`config.mk`:
```
export PLATFORM = sky130hd
export DESIGN_NAME = i2c_page_transfer_splitter_unit
export DESIGN_NICKNAME = d
export VERILOG_FILES = /design/src/hdl/ipts_pkg.sv /design/src/hdl/i2c_page_transfer_splitter_unit.sv /design/src/hdl/ipts_cfg_regs.sv /design/src/hdl/ipts_chunk_calc.sv
export SDC_FILE = /design/constraint.sdc
export NUM_CORES = 1
export LEC_CHECK = 0
export BUFFER_PORTS_ARGS = -buffer_cell sky130_fd_sc_hd__buf_2
export CORE_UTILIZATION = 28
export CTS_CLUSTER_DIAMETER = 60
export DETAILED_ROUTE_END_ITERATION = 10
export PLACE_DENSITY = 0.5
export SLEW_MARGIN = 20
export SYNTH_ARGS = -nofsm -noshare
export SYNTH_HDL_FRONTEND = slang
export SYNTH_SLANG_ARGS = --single-unit
```
`constraint.sdc`:
```
create_clock -name clk -period 19.7 [get_ports clk]
set_clock_uncertainty 0.2 [all_clocks]
set_input_delay 1.97 -clock clk [delete_from_list [all_inputs] [get_ports clk]]
set_output_delay 1.97 -clock clk [all_outputs]
set_load 0.02 [all_outputs]
```
`src/hdl/ipts_pkg.sv`:
```
// Shared types and constants for the I2C page transfer splitter.
// Item structs, configuration struct, state struct and status codes.
// No dependencies.
package ipts_pkg;

	localparam int MaxTransfer = 4096;
	localparam int CfgIndexW   = 3;
	localparam int CfgDataW    = 32;
	localparam int LenW        = 13;
	localparam int AddrW       = 32;

	// Register indexes of the configuration port
	localparam logic [CfgIndexW-1:0] RegDeviceAddress = 3'd0;
	localparam logic [CfgIndexW-1:0] RegDevicePresent = 3'd1;
	localparam logic [CfgIndexW-1:0] RegAddressLength = 3'd2;
	localparam logic [CfgIndexW-1:0] RegPageSize      = 3'd3;
	localparam logic [CfgIndexW-1:0] RegDeviceSize    = 3'd4;

	localparam logic OpStart   = 1'b0;
	localparam logic OpAdvance = 1'b1;

	typedef enum logic [1:0] {
		ST_OK      = 2'd0,
		ST_BAD_ARG = 2'd1,
		ST_BAD_CFG = 2'd2,
		ST_IDLE    = 2'd3
	} status_t;

	typedef struct packed {
		logic             operation;
		logic [AddrW-1:0] start_address;
		logic [LenW-1:0]  transfer_length;
		logic             is_read;
	} in_item_t;

	typedef struct packed {
		logic [1:0]       status;
		logic [AddrW-1:0] chunk_address;
		logic [LenW-1:0]  chunk_length;
		logic [7:0]       write_address_byte;
		logic [7:0]       read_address_byte;
		logic [2:0]       preamble_length;
		logic [4:0]       start_mask;
		logic             poll_ack;
		logic             last_chunk;
	} out_item_t;

	// Configuration registers plus their precomputed validity check
	typedef struct packed {
		logic [6:0]       device_address;
		logic [2:0]       address_length;
		logic [LenW-1:0]  page_size;
		logic [AddrW-1:0] device_size;
		status_t          check;
	} cfg_t;

	// Transfer state between chunks
	typedef struct packed {
		logic             active;
		logic [AddrW-1:0] next_address;
		logic [LenW-1:0]  bytes_left;
		logic             reading;
	} xfer_state_t;

endpackage

```
`src/hdl/i2c_page_transfer_splitter_unit.sv`:
```
// Top level of the I2C page transfer splitter: input register, chunk logic,
// transfer state and result register. Depends on ipts_pkg, ipts_cfg_regs,
// ipts_chunk_calc.
// A result passes through the input register and then the result register;
// an item waits in the input register while the result register is stalled.
// Throughput: one item per cycle while the result side does not stall; the
// transfer state updates as an item moves from the input register into the result register.
// Reset clears all configuration registers, the transfer state and both valids.
module i2c_page_transfer_splitter_unit (
	input  logic                           clk,
	input  logic                           arst_n,
	input  logic                           cfg_we,
	input  logic [ipts_pkg::CfgIndexW-1:0] cfg_index,
	input  logic [ipts_pkg::CfgDataW-1:0]  cfg_data,
	input  logic                           in_valid,
	output logic                           in_stall,
	input  ipts_pkg::in_item_t             in_item,
	output logic                           out_valid,
	input  logic                           out_stall,
	output ipts_pkg::out_item_t            out_item
);
	import ipts_pkg::*;

	cfg_t        cfg;
	in_item_t    item_s1;
	logic        valid_s1;
	out_item_t   res;
	out_item_t   res_s2;
	logic        valid_s2;
	xfer_state_t state_q;
	xfer_state_t state_nxt;
	logic        adv_s1;

	ipts_cfg_regs u_cfg (
		.clk       (clk),
		.arst_n    (arst_n),
		.cfg_we    (cfg_we),
		.cfg_index (cfg_index),
		.cfg_data  (cfg_data),
		.cfg       (cfg)
	);

	ipts_chunk_calc u_calc (
		.cfg  (cfg),
		.cur  (state_q),
		.item (item_s1),
		.res  (res),
		.nxt  (state_nxt)
	);

	// Stage 1 moves on when the result register is free or being taken
	assign adv_s1   = valid_s1 && (!valid_s2 || !out_stall);
	assign in_stall = valid_s1 && !adv_s1;

	// Valids and transfer state
	always_ff @(posedge clk or negedge arst_n) begin
		if (!arst_n) begin
			valid_s1 <= 1'b0;
			valid_s2 <= 1'b0;
			state_q  <= '0;
		end else begin
			if (!in_stall)
				valid_s1 <= in_valid;
			if (adv_s1) begin
				valid_s2 <= 1'b1;
				state_q  <= state_nxt;
			end else if (!out_stall) begin
				valid_s2 <= 1'b0;
			end
		end
	end

	// Payload registers
	always_ff @(posedge clk) begin
		if (in_valid && !in_stall)
			item_s1 <= in_item;
		if (adv_s1)
			res_s2 <= res;
	end

	assign out_valid = valid_s2;
	assign out_item  = res_s2;

	// An error result carries nothing beside its status
	a_err_zero: assert property (@(posedge clk) disable iff (!arst_n)
		out_valid && out_item.status != ST_OK |->
			out_item.chunk_length == '0 && out_item.chunk_address == '0
			&& out_item.preamble_length == '0 && !out_item.last_chunk)
		else $error("error result with nonzero fields");

	// A good chunk is never empty and never longer than a page
	a_chunk_len: assert property (@(posedge clk) disable iff (!arst_n)
		out_valid && out_item.status == ST_OK |->
			out_item.chunk_length != '0 && out_item.chunk_length <= cfg.page_size)
		else $error("chunk length out of range");

	// An active transfer always has bytes left
	a_active_left: assert property (@(posedge clk) disable iff (!arst_n)
		state_q.active |-> state_q.bytes_left != '0)
		else $error("active transfer with no bytes left");

	// A good non-final chunk leaves a transfer active
	a_not_last: assert property (@(posedge clk) disable iff (!arst_n)
		adv_s1 && res.status == ST_OK && !res.last_chunk |=> state_q.active)
		else $error("transfer dropped before its last chunk");

endmodule

```
`src/hdl/ipts_cfg_regs.sv`:
```
// Configuration register file of the page transfer splitter.
// Holds the device registers and checks them. Depends on ipts_pkg.
module ipts_cfg_regs (
	input  logic                           clk,
	input  logic                           arst_n,
	input  logic                           cfg_we,
	input  logic [ipts_pkg::CfgIndexW-1:0] cfg_index,
	input  logic [ipts_pkg::CfgDataW-1:0]  cfg_data,
	output ipts_pkg::cfg_t                 cfg
);
	import ipts_pkg::*;

	logic [6:0]       device_address_q;
	logic             device_present_q;
	logic [2:0]       address_length_q;
	logic [LenW-1:0]  page_size_q;
	logic [AddrW-1:0] device_size_q;
	logic             page_bad;

	// Register writes; indexes beyond the list are dropped
	always_ff @(posedge clk or negedge arst_n) begin
		if (!arst_n) begin
			device_address_q <= '0;
			device_present_q <= 1'b0;
			address_length_q <= '0;
			page_size_q      <= '0;
			device_size_q    <= '0;
		end else if (cfg_we) begin
			unique case (cfg_index)
				RegDeviceAddress: device_address_q <= cfg_data[6:0];
				RegDevicePresent: device_present_q <= cfg_data[0];
				RegAddressLength: address_length_q <= cfg_data[2:0];
				RegPageSize:      page_size_q      <= cfg_data[LenW-1:0];
				RegDeviceSize:    device_size_q    <= cfg_data[AddrW-1:0];
				default: ;
			endcase
		end
	end

	// Page must be a nonzero power of two no larger than the max transfer
	assign page_bad = (page_size_q == '0)
		|| (page_size_q > LenW'(MaxTransfer))
		|| ((page_size_q & (page_size_q - LenW'(1))) != '0);

	// Validity check; presence is looked at before the rest
	always_comb begin
		cfg.device_address = device_address_q;
		cfg.address_length = address_length_q;
		cfg.page_size      = page_size_q;
		cfg.device_size    = device_size_q;
		priority if (!device_present_q)
			cfg.check = ST_BAD_ARG;
		else if (address_length_q == 3'd0 || address_length_q > 3'd4)
			cfg.check = ST_BAD_CFG;
		else if (page_bad)
			cfg.check = ST_BAD_CFG;
		else if (device_size_q == '0)
			cfg.check = ST_BAD_CFG;
		else
			cfg.check = ST_OK;
	end

endmodule

```
`src/hdl/ipts_chunk_calc.sv`:
```
// Chunk planning logic: checks a start or advance item, forms the chunk,
// its preamble fields and the next transfer state. Depends on ipts_pkg.
module ipts_chunk_calc (
	input  ipts_pkg::cfg_t        cfg,
	input  ipts_pkg::xfer_state_t cur,
	input  ipts_pkg::in_item_t    item,
	output ipts_pkg::out_item_t   res,
	output ipts_pkg::xfer_state_t nxt
);
	import ipts_pkg::*;

	status_t          st;
	logic [LenW-1:0]  page_mask;
	logic [LenW-1:0]  room;
	logic [LenW-1:0]  chunk;
	logic [AddrW-1:0] addr;
	logic [AddrW-1:0] len_ext;
	logic             addr_too_wide;
	logic             rd;
	logic [LenW-1:0]  left;
	logic [7:0]       wbyte;

	always_comb begin
		page_mask = cfg.page_size - LenW'(1);
		len_ext   = {{(AddrW-LenW){1'b0}}, item.transfer_length};
		room      = cfg.page_size - (item.start_address[LenW-1:0] & page_mask);
		wbyte     = {cfg.device_address, 1'b0};

		// Address must fit in the configured number of address bytes
		unique case (cfg.address_length)
			3'd1:    addr_too_wide = item.start_address[31:8] != '0;
			3'd2:    addr_too_wide = item.start_address[31:16] != '0;
			3'd3:    addr_too_wide = item.start_address[31:24] != '0;
			default: addr_too_wide = 1'b0;
		endcase

		nxt   = cur;
		st    = cfg.check;
		chunk = '0;
		addr  = '0;
		rd    = cur.reading;
		left  = '0;

		if (item.operation == OpStart) begin
			nxt.active = 1'b0;
			if (st == ST_OK) begin
				priority if (item.transfer_length == '0
						|| item.transfer_length > LenW'(MaxTransfer)
						|| len_ext > cfg.device_size)
					st = ST_BAD_ARG;
				else if (addr_too_wide)
					st = ST_BAD_ARG;
				else if (item.start_address > cfg.device_size - len_ext)
					st = ST_BAD_ARG;
				else
					st = ST_OK;
			end
			if (st == ST_OK) begin
				rd    = item.is_read;
				addr  = item.start_address;
				chunk = (item.transfer_length < room) ? item.transfer_length : room;
				left  = item.transfer_length - chunk;
				nxt.reading      = rd;
				nxt.next_address = addr + {{(AddrW-LenW){1'b0}}, chunk};
				nxt.bytes_left   = left;
				nxt.active       = left != '0;
			end
		end else begin
			priority if (!cur.active) begin
				st = ST_IDLE;
			end else if (st != ST_OK) begin
				nxt.active = 1'b0;
			end else begin
				addr  = cur.next_address;
				chunk = (cur.bytes_left < cfg.page_size) ? cur.bytes_left : cfg.page_size;
				left  = cur.bytes_left - chunk;
				nxt.next_address = addr + {{(AddrW-LenW){1'b0}}, chunk};
				nxt.bytes_left   = left;
				nxt.active       = left != '0;
			end
		end

		// Result fields; all zero beside the status on an error
		res = '0;
		res.status = st;
		if (st == ST_OK) begin
			res.chunk_address      = addr;
			res.chunk_length       = chunk;
			res.write_address_byte = wbyte;
			res.last_chunk         = left == '0;
			if (rd) begin
				res.read_address_byte = wbyte | 8'h01;
				res.preamble_length   = cfg.address_length + 3'd2;
				res.start_mask        = 5'd1 << cfg.address_length;
			end else begin
				res.preamble_length = cfg.address_length + 3'd1;
				res.poll_ack        = 1'b1;
			end
		end
	end

endmodule

```
# Yosys cells after proc, flatten, opt, wreduce, memory -nomap -nowiden

Cells that the tools add are included.
W data, S select, Z words.

Register bits after elaboration: 225
Input port bits: 87
Output and inout port bits: 75
Word-level logic and storage cells: 132

Add/subtract/negate cells: 9
Order comparisons: 7
Equality and inequality tests: 10
Shifts and indexed selects: 1
Muxes and demuxes: 38
Bitwise gates (word level): 3
Reduce and logical (&&, ||, !) cells: 38

Operator list:

| operator                | number |
|---|---|
| $mux W13                | 10 |
| $mux W32                | 4 |
| $mux W46                | 2 |
| $add A32 B13 Y32        | 2 |
| $mux W47                | 1 |
| $mux W45                | 1 |
| $logic_not A13 Y1       | 3 |
| $reduce_bool A13 Y1     | 3 |
| $sub A13 B13 Y13        | 3 |
| $gt A13 B32 Y1          | 1 |
| $gt A32 B32 Y1          | 1 |
| $logic_not A32 Y1       | 1 |
| $sub A32 B13 Y32        | 1 |
| $and A13 B13 Y13        | 2 |
| $gt A13 B13 Y1 const B  | 2 |
| $lt A13 B13 Y1          | 2 |
| $reduce_bool A24 Y1     | 1 |
| $mux W2                 | 10 |
| $reduce_bool A16 Y1     | 1 |
| $sub A13 B1 Y13 const B | 1 |
| $eq A3 B2 Y1 const B    | 4 |
| $reduce_and A2 Y1       | 6 |
| $mux W1                 | 8 |
| $reduce_bool A8 Y1      | 1 |
| other kinds (19)        | 35 |

# Logic depth before layout (Yosys ltp)

Gate-level depths: netlist (run 1).

Word-level depth: 14
Depth in mapped cells: 35

# Modules after synthesis

From an unflattened synthesis (run 1), not the netlist that was laid out.

Cells, all modules: 1,574
Area, all modules: 15,945.3 µm²

Modules (own cells, without submodules):

| module                          | instances | cells an instance | area each (µm²) | seq. area each (µm²) |
|---|---|---|---|---|
| ipts_chunk_calc                 | 1         | 1,191             | 8,054.0         | 0.0 |
| i2c_page_transfer_splitter_unit | 1         | 227               | 5,536.6         | 4,829.6 |
| ipts_cfg_regs                   | 1         | 156               | 2,354.8         | 1,401.3 |

# Least setup slack after synthesis (run 1)

OpenSTA, ideal clock, no wires.

Path type: reg-to-reg
Start: register u_cfg.page_size_q[1]
End: register state_q[38] in the netlist's numbering
Library setup time: 0.087 ns
Data arrival time: 6.740 ns
Path slack: 12.674 ns
Stages on the path, launching flop included: 35
Path through: dfrtp_1 clkbuf_1 inv_1 ha_1 clkbuf_1 nand3_1 or3_1 ha_1 nand2b_1 ha_1 inv_1 a21oi_1 a22oi_1 and4_1 or3_1 inv_1 ha_1 or3_1 o21ai_0 a21oi_1 clkbuf_1 nor2_1 a21oi_1 inv_1 fa_1 a21o_1 a21oi_1 o21ai_0 o41ai_1 o211ai_1 a21o_1 nand2_1 nor3_1 xnor2_1 o211ai_1

Longest elaborated chain between the ends: 13
Elaborated cells on any way between the ends: 30
Those cells by class: add/sub: 4; order compare: 3; eq/ne: 1; mux: 11; bitwise: 2; reduce/logical: 9

RTL lines:

| element                                                   | line                                  | RTL |
|---|---|---|
| start, declared                                           | ipts_cfg_regs.sv:16                   | `logic [LenW-1:0] page_size_q;` |
| start signal, assigned                                    | ipts_cfg_regs.sv:33                   | `RegPageSize: page_size_q <= cfg_data[LenW-1:0];` |
| branches (longest 13 deep; another with $add A32 B13 Y32) | --                                    |  |
| end signal, assigned                                      | i2c_page_transfer_splitter_unit.sv:66 | `state_q <= state_nxt;` |
| end, declared                                             | i2c_page_transfer_splitter_unit.sv:30 | `xfer_state_t state_q;` |

Several ways; the timed one is not identified. The select of a mux whose other input is x is not followed.
A chain may end at the register's enable or synchronous reset.

# Worst setup path after layout (run 1)

Start: register u_cfg.page_size_q[0]
End: register state_q[38] in the netlist's numbering

The elaborated chain is that of the path after synthesis.

==> results of run 1 <==
-- layout make-up --
type,instances,area [um^2],area share
flip-flops and latches,224,6200,0.347
multi-input cells,1175,8460,0.473
clock inverters,16,175,0.00980
inverters,105,395,0.0221
clock buffers,40,872,0.0488
well taps,696,871,0.0487
repair buffers,173,905,0.0506
-- metrics by stage --
stage | area (um^2) | total power, mW | utilization
2_1_floorplan | 15200 | 1.24 | -
3_3_place_gp | 16800 | 1.46 | 0.313
3_5_place_dp | 16800 | 1.47 | 0.313
4_1_cts | 17900 | 2.06 | 0.332
5_1_grt | 17900 | 2.19 | 0.332
6_report | 17900 | 2.04 | 0.332
-- worst paths after layout --
path | slack, ns | cells past startpoint | start | end
max | 11.75 | 32 | u_cfg.page_size_q[0] | state_q[38]
min | 0.29 | 1 | valid_s1 | out_valid
max reg2reg | 11.75 | 32 | u_cfg.page_size_q[0] | state_q[38]
min reg2reg | 0.29 | 1 | valid_s1 | out_valid
max in group asynchronous | 17.02 | 2 | arst_n | state_q[7]
min in group asynchronous | 1.16 | 1 | arst_n | u_cfg.device_size_q[19]
-- cell usage after synthesis, drive strengths merged (22+ instances only) --
library cell | n | area (um^2)
dfrtp | 105 | 2630
nand4 | 22 | 138
nor2b | 26 | 163
nand3 | 42 | 215
a22o | 30 | 263
nand2b | 22 | 145
nor4 | 28 | 190
nor2 | 119 | 449
nand2 | 85 | 319
edfxtp | 119 | 3570
o21ai | 93 | 465
ha | 140 | 1750
inv | 104 | 390
clkbuf | 35 | 131
xor2 | 37 | 324
nor3 | 40 | 200
xnor2 | 65 | 569
o21a | 23 | 173
a21oi | 106 | 534
mux2 | 55 | 619
-- cells by family (layout without fill, tap and decap cells) --
group / count (synthesis) / after routing / share of synthesized area
fa+ha+maj: 145 / 145 / 0.122
mux: 72 / 72 / 0.0519
buf+inv: 151 / 334 / 0.0385
other cells: 1 / 2 / 0.000246
xor+xnor: 102 / 102 / 0.0587
simple gates: 465 / 465 / 0.158
flops: 224 / 224 / 0.407
compound gates: 389 / 389 / 0.164
-- routing by layer --
| metal | track usage | vias to the layer above | part of all wire |
|---|---|---|---|
| li1 | - | 6050 | - |
| met1 | 0.243 | 6189 | 0.46 |
| met2 | 0.281 | 416 | 0.45 |
| met3 | 0.0264 | 72 | 0.065 |
| met4 | 0.0490 | 0 | 0.024 |
| met5 | 0 | - | 0 |
-- flip-flops by register name, indices dropped and copies added (netlist names) --
| name | count |
|---|---|
| u_cfg.device_address_q | 7 |
| u_cfg.device_present_q | 1 |
| u_cfg.device_size_q | 32 |
| state_q | 47 |
| item_s1 | 47 |
| u_cfg.address_length_q | 3 |
| out_valid | 1 |
| valid_s1 | 1 |
| out_item | 72 |
| u_cfg.page_size_q | 13 |
-- report_power, final --
group	total, mW	internal (mW)	leakage [nW]	switching, mW
logic	0.858	0.354	4.49	0.504
clock network	0.571	0.343	0.519	0.229
registers	0.612	0.544	2.50	0.0677
total	2.04	1.24	7.51	0.800
==> run metrics, run 1 <==
diode count 0; largest net degree at the start of global routing 78; most common cell after layout, fill and taps aside buf_2; setup ws final 11.75 ns; fin cells 2429; GR Util All Layers 0.175; ys flop type edfxtp_1; fillcell total 5523; DPL Wire Length 37600 um; Final Hold Vio Count 0; vias in the first global route 12800; CTS tree built; Starting Density 0.283; Most common cell on crit path inv_1; worst-case clock buffer depth 3; CP Class register to register; Synth Instances 1549; DR WL/cell 20.3 um; Final setup viols 0; Final #Nets 1941; die extent in y 235 um; sequential fraction of the synthesis area 0.407; run status finished clean; dpl cells 2373; Final Cycle Share 0.404; Max-cap violations 0; max incr delay on CP 0.66 ns; root buffer cell clkbuf_16; worst min path class register to register; FP Rows 85; clk_lat worst skew 0.58 ns; startpoint types register; Setup Fix Bufs, Post-CTS 0; DR pass1 iterations 5; Die X 235 um; critical path data required time 19.98 ns; post-CTS sizing 0; pwr dens 114 mW/mm^2; die area 0.0553 mm^2; synthesized area 0.0152 mm^2; syn avg cell area 9.83 um^2; global placement routability congestion 0.921; Via density 5.24; Critical Path End Type register; synth unique cells 79; wirelength, routed 49200 um; min cycle time layout 7.95 ns; Post-synth EDFFs 119; asr flop ratio synth 0.469; Core Region 0.0538 mm^2; Critical Path Fanout Max 24; worst slack, placed 11.80 ns; RSZ-0062 raised after global routing false; most frequent cells in the layout buf_2, ha_1, edfxtp_1, nor2_1, dfrtp_1; worst path buffer plus inverter count 5; Synth Warn # 0; Fmax 126 MHz; via count 12700; Routed Antenna Nets 0; global route overflow 0; Arr. time, crit path 8.23 ns; Leak 7.51 nW; CTS buffer count 30; number of hold buffers added after CTS 0; DRT iter0 DRCs 809; Yosys reg bits 224; first-pass GRT wire length 74800 um; I/O pins 162; Setup TNS 0 ns; Sink Count 224; cell family contributing the most delay on the critical path compound AO/OA/AOI/OAI gates; area delta synth->final 17.5%; H-tree depth 1; Tightest Pin Transition 1.06 ns; Port-buffer cells 160; peak supply drop 0.0748 mV; Clock Pin Slew Worst Setup and Hold Paths 0.06 ns; Rel. slew slack 0.292; Hold WS 0.288 ns; DRC 0; Final Max Slew Viols 0; initial antenna violation count 1; Crit-path slowest cell o41ai_1; layout cell share with drive strength beyond 1 0.174
No activity file was read; power rests on OpenSTA's default activity.
==> run 2: changes to the inputs <==
--- a/config.mk
+++ b/config.mk
@@ -9,7 +9,7 @@
 export CORE_UTILIZATION = 28
 export CTS_CLUSTER_DIAMETER = 60
 export DETAILED_ROUTE_END_ITERATION = 10
-export PLACE_DENSITY = 0.5
+export PLACE_DENSITY = 0.52
 export SLEW_MARGIN = 20
 export SYNTH_ARGS = -nofsm -noshare
 export SYNTH_HDL_FRONTEND = slang
==> constraint.sdc (replaced) <==
create_clock -name clk -period 6.37 [get_ports clk]
set_clock_uncertainty 0.2 [all_clocks]
set_input_delay 0.637 -clock clk [delete_from_list [all_inputs] [get_ports clk]]
set_output_delay 0.637 -clock clk [all_outputs]
set_load 0.02 [all_outputs]
==> run 2 against run 1 <==
The run now ends with setup timing left. First-iteration DRC count fell by 1.6%. Flip-flop and latch count did not move. Die area did not move. Clock power rose to 2.9 times the previous value. Critical endpoint is now state_q[46]. Via count rose by 6.3%. Highest routed layer unchanged. Cell count rose by 9.0%. Critical path depth did not move. Combinational power rose to 5.2 times the previous value.
==> run metrics, run 2 (synthesis gave the netlist of run 1 again) <==
logic gate share of total power 0.557; Die X 235 um; Top Registers out_item (72), item_s1 (47), state_q (47); DR WL/cell 19.9 um; Via density 5.11; vias in the first global route 13700; max incr delay on CP 0.54 ns; Setup TNS -1.03 ns; CTS buffer count 30; DR pass1 iterations 5; Core Region 0.0538 mm^2; clk_lat worst skew 0.58 ns; via count 13500; met3 GRT Util 0.0246; Critical Path Fanout Max 7; grt met1 use 0.252; GR Util All Layers 0.185; area delta synth->final 33.4%; worst slack, placed -0.521 ns; final non-filler cell area 0.0203 mm^2; Routed Antenna Nets 0; Leak 8.73 nW; DRT iter0 DRCs 796; peak supply drop 0.240 mV; RSZ-0062 raised after global routing true; Final #Nets 2160; clock share of power 0.209; pwr dens 391 mW/mm^2; Port-buffer cells 160; largest net degree at the start of global routing 57; Int Pwr 4.91 mW; Crit-path slowest cell or4b_4; diode count 0; CP Class register to register; Sink Count 224; wirelength, routed 52600 um; Fmax 154 MHz; Reg power frac 0.233; I/O pins 162; Net Switching 3.02 mW; Clock Pin Slew Worst Setup and Hold Paths 0.06 ns; worst min path class input pin to register; DRC 0; global route overflow 0; die extent in y 235 um; startpoint types register; failing checks setup timing; worst-case clock buffer depth 3; min cycle time layout 6.49 ns; Critical Path End Type register; Final Max Slew Viols 0; largest register by flop count out_item; DP Area 0.0183 mm^2; die area 0.0553 mm^2; Arr. time, crit path 6.74 ns; root buffer cell clkbuf_16; global placement routability congestion 0.905; initial antenna violation count 0; layout cell share with drive strength beyond 1 0.317; Final setup viols 15; met2 Usage GRT 0.308; Most common cell on crit path buf_6; H-tree depth 1; Final Hold Vio Count 0; DPL Wire Length 40900 um; most common cell after layout, fill and taps aside buf_4; critical path data required time 6.62 ns; most frequent cells in the layout buf_4, buf_2, ha_1, edfxtp_1; Sw Ratio 0.381; Max-cap violations 0; Tightest Pin Transition 1.12 ns; Starting Density 0.283; setup ws final -0.123 ns; run status finished with violations; Rel. slew slack 0.255; CTS tree built; Final Cycle Share 1.02; first-pass GRT wire length 79800 um; FP Rows 85; GR peak layer met2; max FFs per register 72
run 2: changes by cell type in the layout (fill, tap and decap cells not counted), moves of 13 or more:
cell | previous run | this run
buf_4 | 13 | 211
ha_1 | 140 | 125
ha_4 | 0 | 13
nor2_1 | 118 | 105
o21ai_0 | 87 | 65
o21ai_1 | 6 | 21
run 2: repair_timing:
item | in CTS | in global routing
endpoints found under the setup margin | 28 | 42
hold buffers | 1 | 0
cloned | 0 | 2
resized for setup | 40 | 114
pin swaps | 20 | 67
setup buffers | 12 | 19
hold endpoints to repair | 55 | 0
run 2: stage by stage:
step | power (mW) | hold slack, ns | util | cells
after floorplan | 3.88 | 0.141 | - | 1550
after global placement | 5.39 | 0.268 | 0.340 | 2559
after detailed placement | 5.45 | 0.294 | 0.340 | 2559
after CTS | 7.35 | 0.00289 | 0.363 | 2628
after global routing | 8.44 | 0.00801 | 0.377 | 2648
final | 7.94 | 0.0303 | 0.377 | 2648
run 2: power by group through the flow:
stage | clock network (mW) | registers (mW) | logic [mW]
floorplan | 0 | 1.86 | 2.02
global placement | 0 | 1.87 | 3.52
detailed placement | 0 | 1.88 | 3.57
CTS | 1.71 | 1.85 | 3.80
global route | 1.76 | 1.87 | 4.80
finish | 1.66 | 1.85 | 4.42
run 2: worst paths after layout:
kind,startpoint,end,slack (ns),depth (start not counted)
setup / recovery,u_cfg.page_size_q[2],state_q[46],-0.12,32
hold / removal,in_item[18],item_s1[18],0.03,1
setup reg to reg,u_cfg.page_size_q[2],state_q[46],-0.12,32
hold reg to reg,valid_s1,out_valid,0.30,1
max in group asynchronous,arst_n,state_q[35],4.20,3
min in group asynchronous,arst_n,u_cfg.device_size_q[22],0.47,2
run 2: final cells by class:
| class | instances | area, um^2 |
|---|---|---|
| Clock buffer | 39 | 826 |
| Tap cell | 696 | 871 |
| Fill cell | 5394 | 33500 |
| Inverter | 105 | 400 |
| Sequential cell | 224 | 6200 |
| Multi-Input combinational cell | 1175 | 9150 |
| Timing Repair Buffer | 392 | 2710 |
| Clock inverter | 17 | 150 |
run 2: per-layer routing:
layer,wire length (um),share of wire,vias up
met1,24200,0.46,6630
met4,982,0.019,0
met3,2860,0.054,50
met5,0,0,-
li1,-,-,6484
met2,24600,0.47,370
run 2: critical path: cells and delay by family (launching register included):
family | cells | cell delay [ns]
xor+xnor | 1 | 0.09
fa+ha+maj | 4 | 1.03
simple gates | 11 | 2.69
buf+inv | 6 | 0.65
flops | 1 | 0.38
compound gates | 10 | 1.32
